## src/rtl/lgs_pkg.sv

```systemverilog
package lgs_pkg;

   localparam int MAX_COLS = 1024;
   localparam int MAX_ROWS = 1024;

   localparam int CFG_W     = 11;
   localparam int CSR_IDX_W = 2;
   localparam int COL_W     = $clog2(MAX_COLS);
   localparam int CSZ_W     = $clog2(MAX_COLS + 1);
   localparam int RSZ_W     = $clog2(MAX_ROWS + 1);
   localparam int ROW_W     = $clog2(MAX_ROWS + 2);
   localparam int CMP_W     = ROW_W + 1;

   localparam int RESET_ROWS = 1000;
   localparam int RESET_COLS = 1000;

   localparam logic [CSR_IDX_W-1:0] CSR_GRID_ROWS = CSR_IDX_W'(0);
   localparam logic [CSR_IDX_W-1:0] CSR_GRID_COLS = CSR_IDX_W'(1);

   localparam logic ACT_CELL  = 1'b0;
   localparam logic ACT_FLUSH = 1'b1;

   localparam int CCNT_W = 2;
   localparam int NBR_W  = 4;
   localparam logic [NBR_W-1:0] LIVE_KEEP  = NBR_W'(2);
   localparam logic [NBR_W-1:0] LIVE_BIRTH = NBR_W'(3);

   localparam int Q_DEPTH = 3;
   localparam int QPTR_W  = $clog2(Q_DEPTH);
   localparam int QCNT_W  = $clog2(Q_DEPTH + 1);
   localparam int QSUM_W  = QCNT_W + 1;

   // bit 0 = two rows above, bit 1 = one row above, bit 2 = newest row
   typedef logic [2:0] triple_type;

   typedef struct packed {
      logic top;
      logic mid;
      logic bot;
   } col_en_type;

   typedef struct packed {
      logic row_first;
      logic row_last;
      logic col_first;
      logic col_last;
   } pos_flags_type;

   typedef struct packed {
      logic       en;
      logic [COL_W-1:0] addr;
      logic [1:0] data;
   } line_wr_type;

   typedef struct packed {
      logic next_alive;
      logic last_of_frame;
   } out_beat_type;

   typedef struct packed {
      logic [QCNT_W-1:0] count;
   } q_stat_type;

   function automatic logic [RSZ_W-1:0] eff_rows(input logic [CFG_W-1:0] v);
      logic [RSZ_W-1:0] r;
      if (v == '0) begin
         r = RSZ_W'(1);
      end else if (v > MAX_ROWS) begin
         r = RSZ_W'(MAX_ROWS);
      end else begin
         r = RSZ_W'(v);
      end
      return r;
   endfunction

   function automatic logic [CSZ_W-1:0] eff_cols(input logic [CFG_W-1:0] v);
      logic [CSZ_W-1:0] r;
      if (v == '0) begin
         r = CSZ_W'(1);
      end else if (v > MAX_COLS) begin
         r = CSZ_W'(MAX_COLS);
      end else begin
         r = CSZ_W'(v);
      end
      return r;
   endfunction

   function automatic logic [CCNT_W-1:0] col_count(input triple_type t, input col_en_type en);
      return CCNT_W'(t[0] & en.top) + CCNT_W'(t[1] & en.mid) + CCNT_W'(t[2] & en.bot);
   endfunction

endpackage

```

## src/rtl/lgs_line_store.sv

```systemverilog
module lgs_line_store (
   input  logic                       clock,
   input  lgs_pkg::line_wr_type       wr,
   input  logic [lgs_pkg::COL_W-1:0]  rd_addr,
   output logic [1:0]                 rd_data
);
   import lgs_pkg::*;

   logic [1:0] line_ff [MAX_COLS];
   logic [1:0] rd_raw_ff;
   logic [1:0] byp_data_ff;
   logic       byp_sel_ff;

   always_ff @(posedge clock) begin
      if (wr.en) begin
         line_ff[wr.addr] <= wr.data;
      end
      rd_raw_ff <= line_ff[rd_addr];
   end

   // write landing on the address being read in the same cycle
   always_ff @(posedge clock) begin
      byp_sel_ff  <= wr.en && (wr.addr == rd_addr);
      byp_data_ff <= wr.data;
   end

   assign rd_data = byp_sel_ff ? byp_data_ff : rd_raw_ff;

endmodule

```

## src/rtl/lgs_column_cell.sv

```systemverilog
module lgs_column_cell (
   input  logic                        clock,
   input  logic                        shift,
   input  lgs_pkg::triple_type         din,
   input  lgs_pkg::col_en_type         en,
   output lgs_pkg::triple_type         q,
   output logic [lgs_pkg::CCNT_W-1:0]  cnt
);
   import lgs_pkg::*;

   triple_type q_ff;

   always_ff @(posedge clock) begin
      if (shift) begin
         q_ff <= din;
      end
   end

   assign q   = q_ff;
   assign cnt = col_count(q_ff, en);

endmodule

```

## src/rtl/lgs_out_queue.sv

```systemverilog
module lgs_out_queue (
   input  logic                  clock,
   input  logic                  reset,
   input  logic                  push,
   input  lgs_pkg::out_beat_type push_beat,
   output logic                  rsp_valid,
   input  logic                  rsp_ready,
   output lgs_pkg::out_beat_type rsp_beat,
   output lgs_pkg::q_stat_type   stat
);
   import lgs_pkg::*;

   out_beat_type      ent_ff [Q_DEPTH];
   logic [QPTR_W-1:0] wr_ptr_ff;
   logic [QPTR_W-1:0] wr_ptr_in;
   logic [QPTR_W-1:0] rd_ptr_ff;
   logic [QPTR_W-1:0] rd_ptr_in;
   logic [QCNT_W-1:0] cnt_ff;
   logic [QCNT_W-1:0] cnt_in;
   logic              pop;

   function automatic logic [QPTR_W-1:0] ptr_step(input logic [QPTR_W-1:0] p);
      return (p == QPTR_W'(Q_DEPTH - 1)) ? '0 : p + QPTR_W'(1);
   endfunction

   assign rsp_valid  = (cnt_ff != '0);
   assign pop        = rsp_valid && rsp_ready;
   assign rsp_beat   = ent_ff[rd_ptr_ff];
   assign stat.count = cnt_ff;

   always_comb begin
      wr_ptr_in = push ? ptr_step(wr_ptr_ff) : wr_ptr_ff;
      rd_ptr_in = pop ? ptr_step(rd_ptr_ff) : rd_ptr_ff;
      cnt_in    = cnt_ff + QCNT_W'(push) - QCNT_W'(pop);
   end

   always_ff @(posedge clock) begin
      if (reset) begin
         wr_ptr_ff <= '0;
         rd_ptr_ff <= '0;
         cnt_ff    <= '0;
      end else begin
         wr_ptr_ff <= wr_ptr_in;
         rd_ptr_ff <= rd_ptr_in;
         cnt_ff    <= cnt_in;
      end
   end

   always_ff @(posedge clock) begin
      if (push) begin
         ent_ff[wr_ptr_ff] <= push_beat;
      end
   end

endmodule

```

## src/rtl/life_generation_stencil.sv

```systemverilog
// One generation of the B3/S23 life rule over a grid_rows x grid_cols grid (1..1024 each,
// 0 reads as 1 and larger values as 1024) sent in raster order, one cell per req beat;
// cells outside the grid are dead and nothing wraps. The result for a cell leaves one row
// plus one cell after the cell goes in, so after the last cell send grid_cols + 1 flush
// beats to drain the frame; a flush beat with no frame under way is taken and dropped, and
// rsp_last_of_frame marks the bottom-right cell. One beat is taken every clock while the
// output queue has room: the column line store is read as a beat is taken and written back
// the next cycle, the 3x3 window is a chain of column cells, and each rsp beat passes the
// s1 register and the output queue. A three-entry output queue absorbs rsp stalls. Writing
// grid_rows or grid_cols restarts the frame; write them only while the block is idle.
module life_generation_stencil (
   input  logic                            clock,
   input  logic                            reset,
   input  logic                            req_valid,
   output logic                            req_ready,
   input  logic                            req_action,
   input  logic                            req_cell_alive,
   output logic                            rsp_valid,
   input  logic                            rsp_ready,
   output logic                            rsp_next_alive,
   output logic                            rsp_last_of_frame,
   input  logic                            csr_wr_en,
   input  logic [lgs_pkg::CSR_IDX_W-1:0]   csr_index,
   input  logic [lgs_pkg::CFG_W-1:0]       csr_wdata
);
   import lgs_pkg::*;

   typedef struct packed {
      logic             emit;
      logic             alive;
      logic [COL_W-1:0] addr;
      pos_flags_type    flags;
      logic             last;
   } s1_type;

   logic [RSZ_W-1:0] rows_ff;
   logic [CSZ_W-1:0] cols_ff;
   logic [COL_W-1:0] ic_ff;
   logic [COL_W-1:0] ic_in;
   logic [ROW_W-1:0] ir_ff;
   logic [ROW_W-1:0] ir_in;
   logic             s1_vld_ff;
   logic             s1_vld_in;
   s1_type           s1_ff;
   s1_type           s1_in;

   logic             accept;
   logic             take;
   logic             csr_hit;
   logic             ic_nz;
   logic [CSZ_W-1:0] ic_inc;
   logic [CMP_W-1:0] ir_x;
   logic [CMP_W-1:0] rows_x;

   logic [1:0]        old_lines;
   triple_type        triple;
   line_wr_type       line_wr;
   triple_type        cell_a_q;
   triple_type        cell_b_q;
   col_en_type        en_new;
   col_en_type        en_a;
   col_en_type        en_b;
   logic [CCNT_W-1:0] cnt_new;
   logic [CCNT_W-1:0] cnt_a;
   logic [CCNT_W-1:0] cnt_b;
   logic [NBR_W-1:0]  nbr_cnt;
   logic              center;
   logic              push;
   out_beat_type      push_beat;
   out_beat_type      rsp_beat;
   q_stat_type        q_stat;

   // input side: position tracking and mask flags for the result this beat releases
   always_comb begin
      accept  = req_valid && req_ready;
      take    = accept && !((req_action == ACT_FLUSH) && (ir_ff == '0) && (ic_ff == '0));
      ic_nz   = (ic_ff != '0);
      ic_inc  = CSZ_W'(ic_ff) + CSZ_W'(1);
      ir_x    = CMP_W'(ir_ff);
      rows_x  = CMP_W'(rows_ff);

      s1_in.addr  = ic_ff;
      s1_in.alive = (req_action == ACT_CELL) && (ir_x < rows_x) && req_cell_alive;
      s1_in.emit  = (ir_x >= CMP_W'(2)) || ((ir_x == CMP_W'(1)) && ic_nz);
      if (ic_nz) begin
         s1_in.flags.row_first = (ir_x == CMP_W'(1));
         s1_in.flags.row_last  = (ir_x >= rows_x);
         s1_in.flags.col_first = (ic_ff == COL_W'(1));
         s1_in.flags.col_last  = 1'b0;
      end else begin
         s1_in.flags.row_first = (ir_x == CMP_W'(2));
         s1_in.flags.row_last  = (ir_x >= rows_x + CMP_W'(1));
         s1_in.flags.col_first = (cols_ff == CSZ_W'(1));
         s1_in.flags.col_last  = 1'b1;
      end
      s1_in.last = s1_in.emit && s1_in.flags.row_last && s1_in.flags.col_last;
      s1_vld_in  = take;

      ic_in = ic_ff;
      ir_in = ir_ff;
      if (take) begin
         if (s1_in.last) begin
            ic_in = '0;
            ir_in = '0;
         end else if (ic_inc == cols_ff) begin
            ic_in = '0;
            ir_in = ir_ff + ROW_W'(1);
         end else begin
            ic_in = ic_ff + COL_W'(1);
         end
      end
   end

   assign csr_hit = csr_wr_en && ((csr_index == CSR_GRID_ROWS) || (csr_index == CSR_GRID_COLS));

   always_ff @(posedge clock) begin
      if (reset) begin
         rows_ff   <= eff_rows(CFG_W'(RESET_ROWS));
         cols_ff   <= eff_cols(CFG_W'(RESET_COLS));
         ic_ff     <= '0;
         ir_ff     <= '0;
         s1_vld_ff <= 1'b0;
      end else begin
         s1_vld_ff <= s1_vld_in;
         if (csr_hit) begin
            ic_ff <= '0;
            ir_ff <= '0;
         end else begin
            ic_ff <= ic_in;
            ir_ff <= ir_in;
         end
         if (csr_wr_en) begin
            unique case (csr_index)
               CSR_GRID_ROWS: begin
                  rows_ff <= eff_rows(csr_wdata);
               end
               CSR_GRID_COLS: begin
                  cols_ff <= eff_cols(csr_wdata);
               end
               default: begin
               end
            endcase
         end
      end
   end

   always_ff @(posedge clock) begin
      s1_ff <= s1_in;
   end

   lgs_line_store u_line_store (
      .clock   (clock),
      .wr      (line_wr),
      .rd_addr (ic_ff),
      .rd_data (old_lines)
   );

   // old_lines bit 0 = one row above, bit 1 = two rows above
   assign triple       = {s1_ff.alive, old_lines[0], old_lines[1]};
   assign line_wr.en   = s1_vld_ff;
   assign line_wr.addr = s1_ff.addr;
   assign line_wr.data = {old_lines[0], s1_ff.alive};

   always_comb begin
      en_new.top = !s1_ff.flags.row_first && !s1_ff.flags.col_last;
      en_new.mid = !s1_ff.flags.col_last;
      en_new.bot = !s1_ff.flags.row_last && !s1_ff.flags.col_last;
      en_a.top   = !s1_ff.flags.row_first;
      en_a.mid   = 1'b0;
      en_a.bot   = !s1_ff.flags.row_last;
      en_b.top   = !s1_ff.flags.row_first && !s1_ff.flags.col_first;
      en_b.mid   = !s1_ff.flags.col_first;
      en_b.bot   = !s1_ff.flags.row_last && !s1_ff.flags.col_first;
   end

   // center column
   lgs_column_cell u_cell_a (
      .clock (clock),
      .shift (s1_vld_ff),
      .din   (triple),
      .en    (en_a),
      .q     (cell_a_q),
      .cnt   (cnt_a)
   );

   // left column
   lgs_column_cell u_cell_b (
      .clock (clock),
      .shift (s1_vld_ff),
      .din   (cell_a_q),
      .en    (en_b),
      .q     (cell_b_q),
      .cnt   (cnt_b)
   );

   always_comb begin
      cnt_new = col_count(triple, en_new);
      nbr_cnt = NBR_W'(cnt_new) + NBR_W'(cnt_a) + NBR_W'(cnt_b);
      center  = cell_a_q[1];
      push    = s1_vld_ff && s1_ff.emit;
      push_beat.next_alive    = center ? ((nbr_cnt == LIVE_KEEP) || (nbr_cnt == LIVE_BIRTH))
                                       : (nbr_cnt == LIVE_BIRTH);
      push_beat.last_of_frame = s1_ff.last;
   end

   lgs_out_queue u_out_queue (
      .clock     (clock),
      .reset     (reset),
      .push      (push),
      .push_beat (push_beat),
      .rsp_valid (rsp_valid),
      .rsp_ready (rsp_ready),
      .rsp_beat  (rsp_beat),
      .stat      (q_stat)
   );

   assign req_ready = (QSUM_W'(q_stat.count) + QSUM_W'(s1_vld_ff)) <= QSUM_W'(Q_DEPTH - 1);
   assign rsp_next_alive    = rsp_beat.next_alive;
   assign rsp_last_of_frame = rsp_beat.last_of_frame;

   // left column history ends the shift chain; only its neighbour count is used
   logic unused_left;
   assign unused_left = ^cell_b_q;

endmodule

```

## config.mk

```make
export PLATFORM = sky130hd
export DESIGN_NAME = life_generation_stencil
export DESIGN_NICKNAME = d
export VERILOG_FILES = /design/src/rtl/lgs_pkg.sv /design/src/rtl/lgs_line_store.sv /design/src/rtl/lgs_column_cell.sv /design/src/rtl/lgs_out_queue.sv /design/src/rtl/life_generation_stencil.sv
export SDC_FILE = /design/constraint.sdc
export NUM_CORES = 2
export LEC_CHECK = 0
export BUFFER_PORTS_ARGS = -buffer_cell sky130_fd_sc_hd__buf_2
export CORE_MARGIN = 3
export CORE_UTILIZATION = 45
export CTS_BUF_LIST = sky130_fd_sc_hd__clkbuf_16
export DETAILED_ROUTE_END_ITERATION = 16
export PLACE_DENSITY = 0.62
export SYNTH_ARGS = -nofsm -noshare
export SYNTH_HDL_FRONTEND = slang
export SYNTH_SLANG_ARGS = --single-unit
```

## constraint.sdc

```tcl
create_clock -name clock -period 50.4 [get_ports clock]
set_clock_uncertainty 0.15 [all_clocks]
set_input_delay 7.56 -clock clock [delete_from_list [all_inputs] [get_ports clock]]
set_output_delay 7.56 -clock clock [all_outputs]
set_load 0.01 [all_outputs]
```

==> results.py <==
metrics = {
    "run_status": {
        "status": "finished, final reports clean",
    },
    "power_and_ir_drop": {
        "comb_power_share_pct": 5.3,
        "net-switching-power_w": 0.000815,
        "p_leak_nw": 28.6,
        "p_total_w": 0.00374,
        "p_seq_share_pct": 53.1,
        "ir_worst_vdd_mv": 0.0311,
        "internal_power_w": 0.00293,
        "powerDensity_nw_per_um2": 38.6,
        "power_frac_clock_pct": 41.6,
        "switching_share_pct": 21.8,
    },
    "worst_setup_path": {
        "r2r_setup_slack_ns": 43.77,
        "worst_path_max_delay_cell": "dfxtp_4",
        "critPathArrivalTime_ns": 3.03,
        "crit_path_max_incr_delay_ns": 1.00,
        "critPathMaxFanout": 43,
        "crit_chain": "ha_1, inv_1, ha_1, nor3b_1, or2_2, buf_2",
        "crit_type": "flop to primary output",
        "endpoint_kind": "primary output",
        "worst_ep_required_time_ns": 42.69,
        "cpMostUsedCell": "ha_1",
        "critPathLaunchType": "flop",
    },
    "synth": {
        "ys.flop_type": "edfxtp_1",
        "ys_seq_area_share_pct": 72.6,
        "yosys.cell_types.count": 69,
        "synth_cells": 5113,
        "synthesis.area_um2": 87300,
        "yosys.area.top_type": "edfxtp_1",
        "syn_nets": 5174,
        "synth_area_per_cell_um2": 17.1,
        "synth_enable_flop_cells": 2060,
        "ys_ff_latch": 2134,
        "synth.area.top_cells": "edfxtp_1 71%, mux4_2 14%, nor2_1 4.7%, dfxtp_1 1.7%, a22oi_1 1.3%",
        "synth_top_area_share_pct": 70.9,
        "ys_warn_count": 0,
        "synth-async-reset-ratio_pct": 0,
    },
    "run": {
        "drv_cap": 0,
    },
    "floorplan": {
        "core_um2": 193000,
        "initial_core_util_pct": 45.3,
        "ioPinCount": 24,
        "rows": 161,
        "die_h_um": 446,
        "die_x_um": 446,
        "die-area_um2": 199000,
    },
    "clocking": {
        "clock_tree.root_cell": "clkbuf_16",
        "insertion_delay_ns": 0.86,
        "cts_tree": "built",
        "clock-sinks": 2134,
        "cts_hold_buf": 0,
        "post-cts-setup-buffers": 0,
        "htree_num_levels": 4,
        "cts_made_buffers": 210,
        "clk_path_buf_depth": 3,
        "clk_pin_slew_ns": 0.06,
        "cts-resized-gates": 0,
    },
    "timing": {
        "max-slew-margin-rel_pct": 9.66,
        "fin_tns_setup_ns": 0,
        "maxSlewViolCount": 0,
        "finalCritPeriodShare_pct": 21.3,
        "rsz0062_at_grt": "no",
        "max_slew.worst_pin.slew_ns": 1.36,
        "finalSetupViolCount": 0,
        "fmaxAchievable_mhz": 93.1,
        "hold_viol": 0,
        "layout_min_cycle_time_ns": 10.74,
    },
    "placement": {
        "gp_congestion": 0.807,
        "dp.cells": 7330,
        "io_buffer_count": 23,
        "place_hpwl_um": 120000,
    },
    "global_route": {
        "track_usage_pct": 23.1,
        "grt_overflow": 0,
        "grt_antenna_before_repair": 10,
        "grt_pass1_wl_um": 332000,
        "grt_pass1_vias": 47900,
        "grt_max_degree": 260,
    },
    "final_layout": {
        "layout_common_cells": "2060 x edfxtp_1, 1087 x nor2_1, 525 x mux4_2",
        "area_delta_synth_final_pct": 11.0,
        "nFillCells": 15700,
        "nNetsFinal": 5077,
        "final_cells": 7727,
        "layout_commonest_cell": "edfxtp_1",
        "drive_gt1_share_pct": 19.7,
    },
    "routing": {
        "vias": 47100,
        "dr.pass1.iters": 6,
        "first_iter_violations": 5860,
        "drc": 0,
        "drtAntennaViolNets": 0,
        "wl_per_cell_um": 29.7,
        "avgViaCountPerCell": 6.10,
        "routed_wirelength_um": 230000,
    },
    "worst_hold_path": {
        "holdCritPathClass": "flop to flop",
    },
}
-- final timing paths --
path | start | to | cells after the start
worst max-delay path | s1_vld_ff | req_ready | 6
worst min-delay path | u_cell_a.q[2] | u_cell_b.q[2] | 0
worst max register to register | ic_ff[1] | u_line_store.rd_raw_ff[0] | 12
worst min register to register | u_cell_a.q[2] | u_cell_b.q[2] | 0
-- sequential cells by signal, summed over array words and instances (netlist names), 3 cells and up, named ones only --
register	cells
u_out_queue.ent_ff	6
line_wr	11
rows_ff	11
s1_ff	5
u_line_store.line_ff	2048
u_cell_b.q	3
cols_ff	11
ic_ff	10
u_cell_a.q	3
ir_ff	11
-- area by class of cell --
class	count	area (µm²)	area share [%]
sequential	2134	63400	65.4
multi-input combinational	2526	22500	23.2
clock buffer	212	5310	5.48
tap	2526	3160	3.26
clock inverter	184	1550	1.60
timing repair buffer	109	898	0.927
inverter	35	133	0.137
antenna	1	2.50	0.00258
-- power groups by stage --
stage | sequential, W | combinational, W | clock, W
floorplan | 0.00206 | 0.000140 | 0
global placement | 0.00202 | 0.000199 | 0
finish | 0.00199 | 0.000198 | 0.00156
CTS | 0.00199 | 0.000201 | 0.00158
detailed placement | 0.00202 | 0.000201 | 0
global route | 0.00199 | 0.000215 | 0.00165
-- critical path: cells and delay by family, from the launching register on --
kind                       cells  cell delay, ns
buffers and inverters          2            0.20
and+or+nand+nor                2            0.41
adders and majority gates      2            0.57
DFF                            1            1.00
-- kinds of logic (layout without fill, tap and decap cells) --
family | Yosys count | in the layout | share of synthesized area [%]
AOI/OAI and AO/OA | 404 | 404 | 3.13
adders and majority gates | 41 | 41 | 0.622
muxes | 563 | 563 | 14.0
other | 0 | 1 | 0
buffers and inverters | 453 | 540 | 2.23
DFF | 2134 | 2134 | 72.6
xor gates and xnor gates | 42 | 42 | 0.422
and+or+nand+nor | 1476 | 1476 | 7.03
-- stage by stage --
step	hold WS [ns]	utilization, %	setup WS [ns]	cell area (µm²)
detailed placement	0.283	46.7	40.47	90000
CTS	0.297	50.3	39.54	96900
finish	0.295	50.3	39.66	96900
global placement	0.275	46.7	40.51	90000
floorplan	0.176	-	34.51	87300
global route	0.318	50.3	39.47	96900
-- per-layer routing --
layer	GRT usage, %	wire (µm)
met5	0	0
met4	6.84	6430
met3	4.03	20100
met2	37.1	111000
met1	32.5	91800
-- synth_stat cells, types with 22 or more instances --
| cell type | count |
|---|---|
| clkbuf_1 | 234 |
| nor2_1 | 1092 |
| buf_2 | 65 |
| ha_1 | 37 |
| nand3_1 | 62 |
| edfxtp_1 | 2060 |
| nor3_1 | 28 |
| a22oi_1 | 149 |
| mux2i_1 | 32 |
| nor4_1 | 26 |
| nand2_1 | 151 |
| inv_1 | 34 |
| mux4_2 | 525 |
| buf_4 | 27 |
| nor2b_1 | 22 |
| o21ai_0 | 26 |
| a21oi_1 | 118 |
| buf_1 | 84 |
| xnor2_1 | 38 |
| dfxtp_1 | 74 |
No activity file was read; power rests on OpenSTA's default activity.
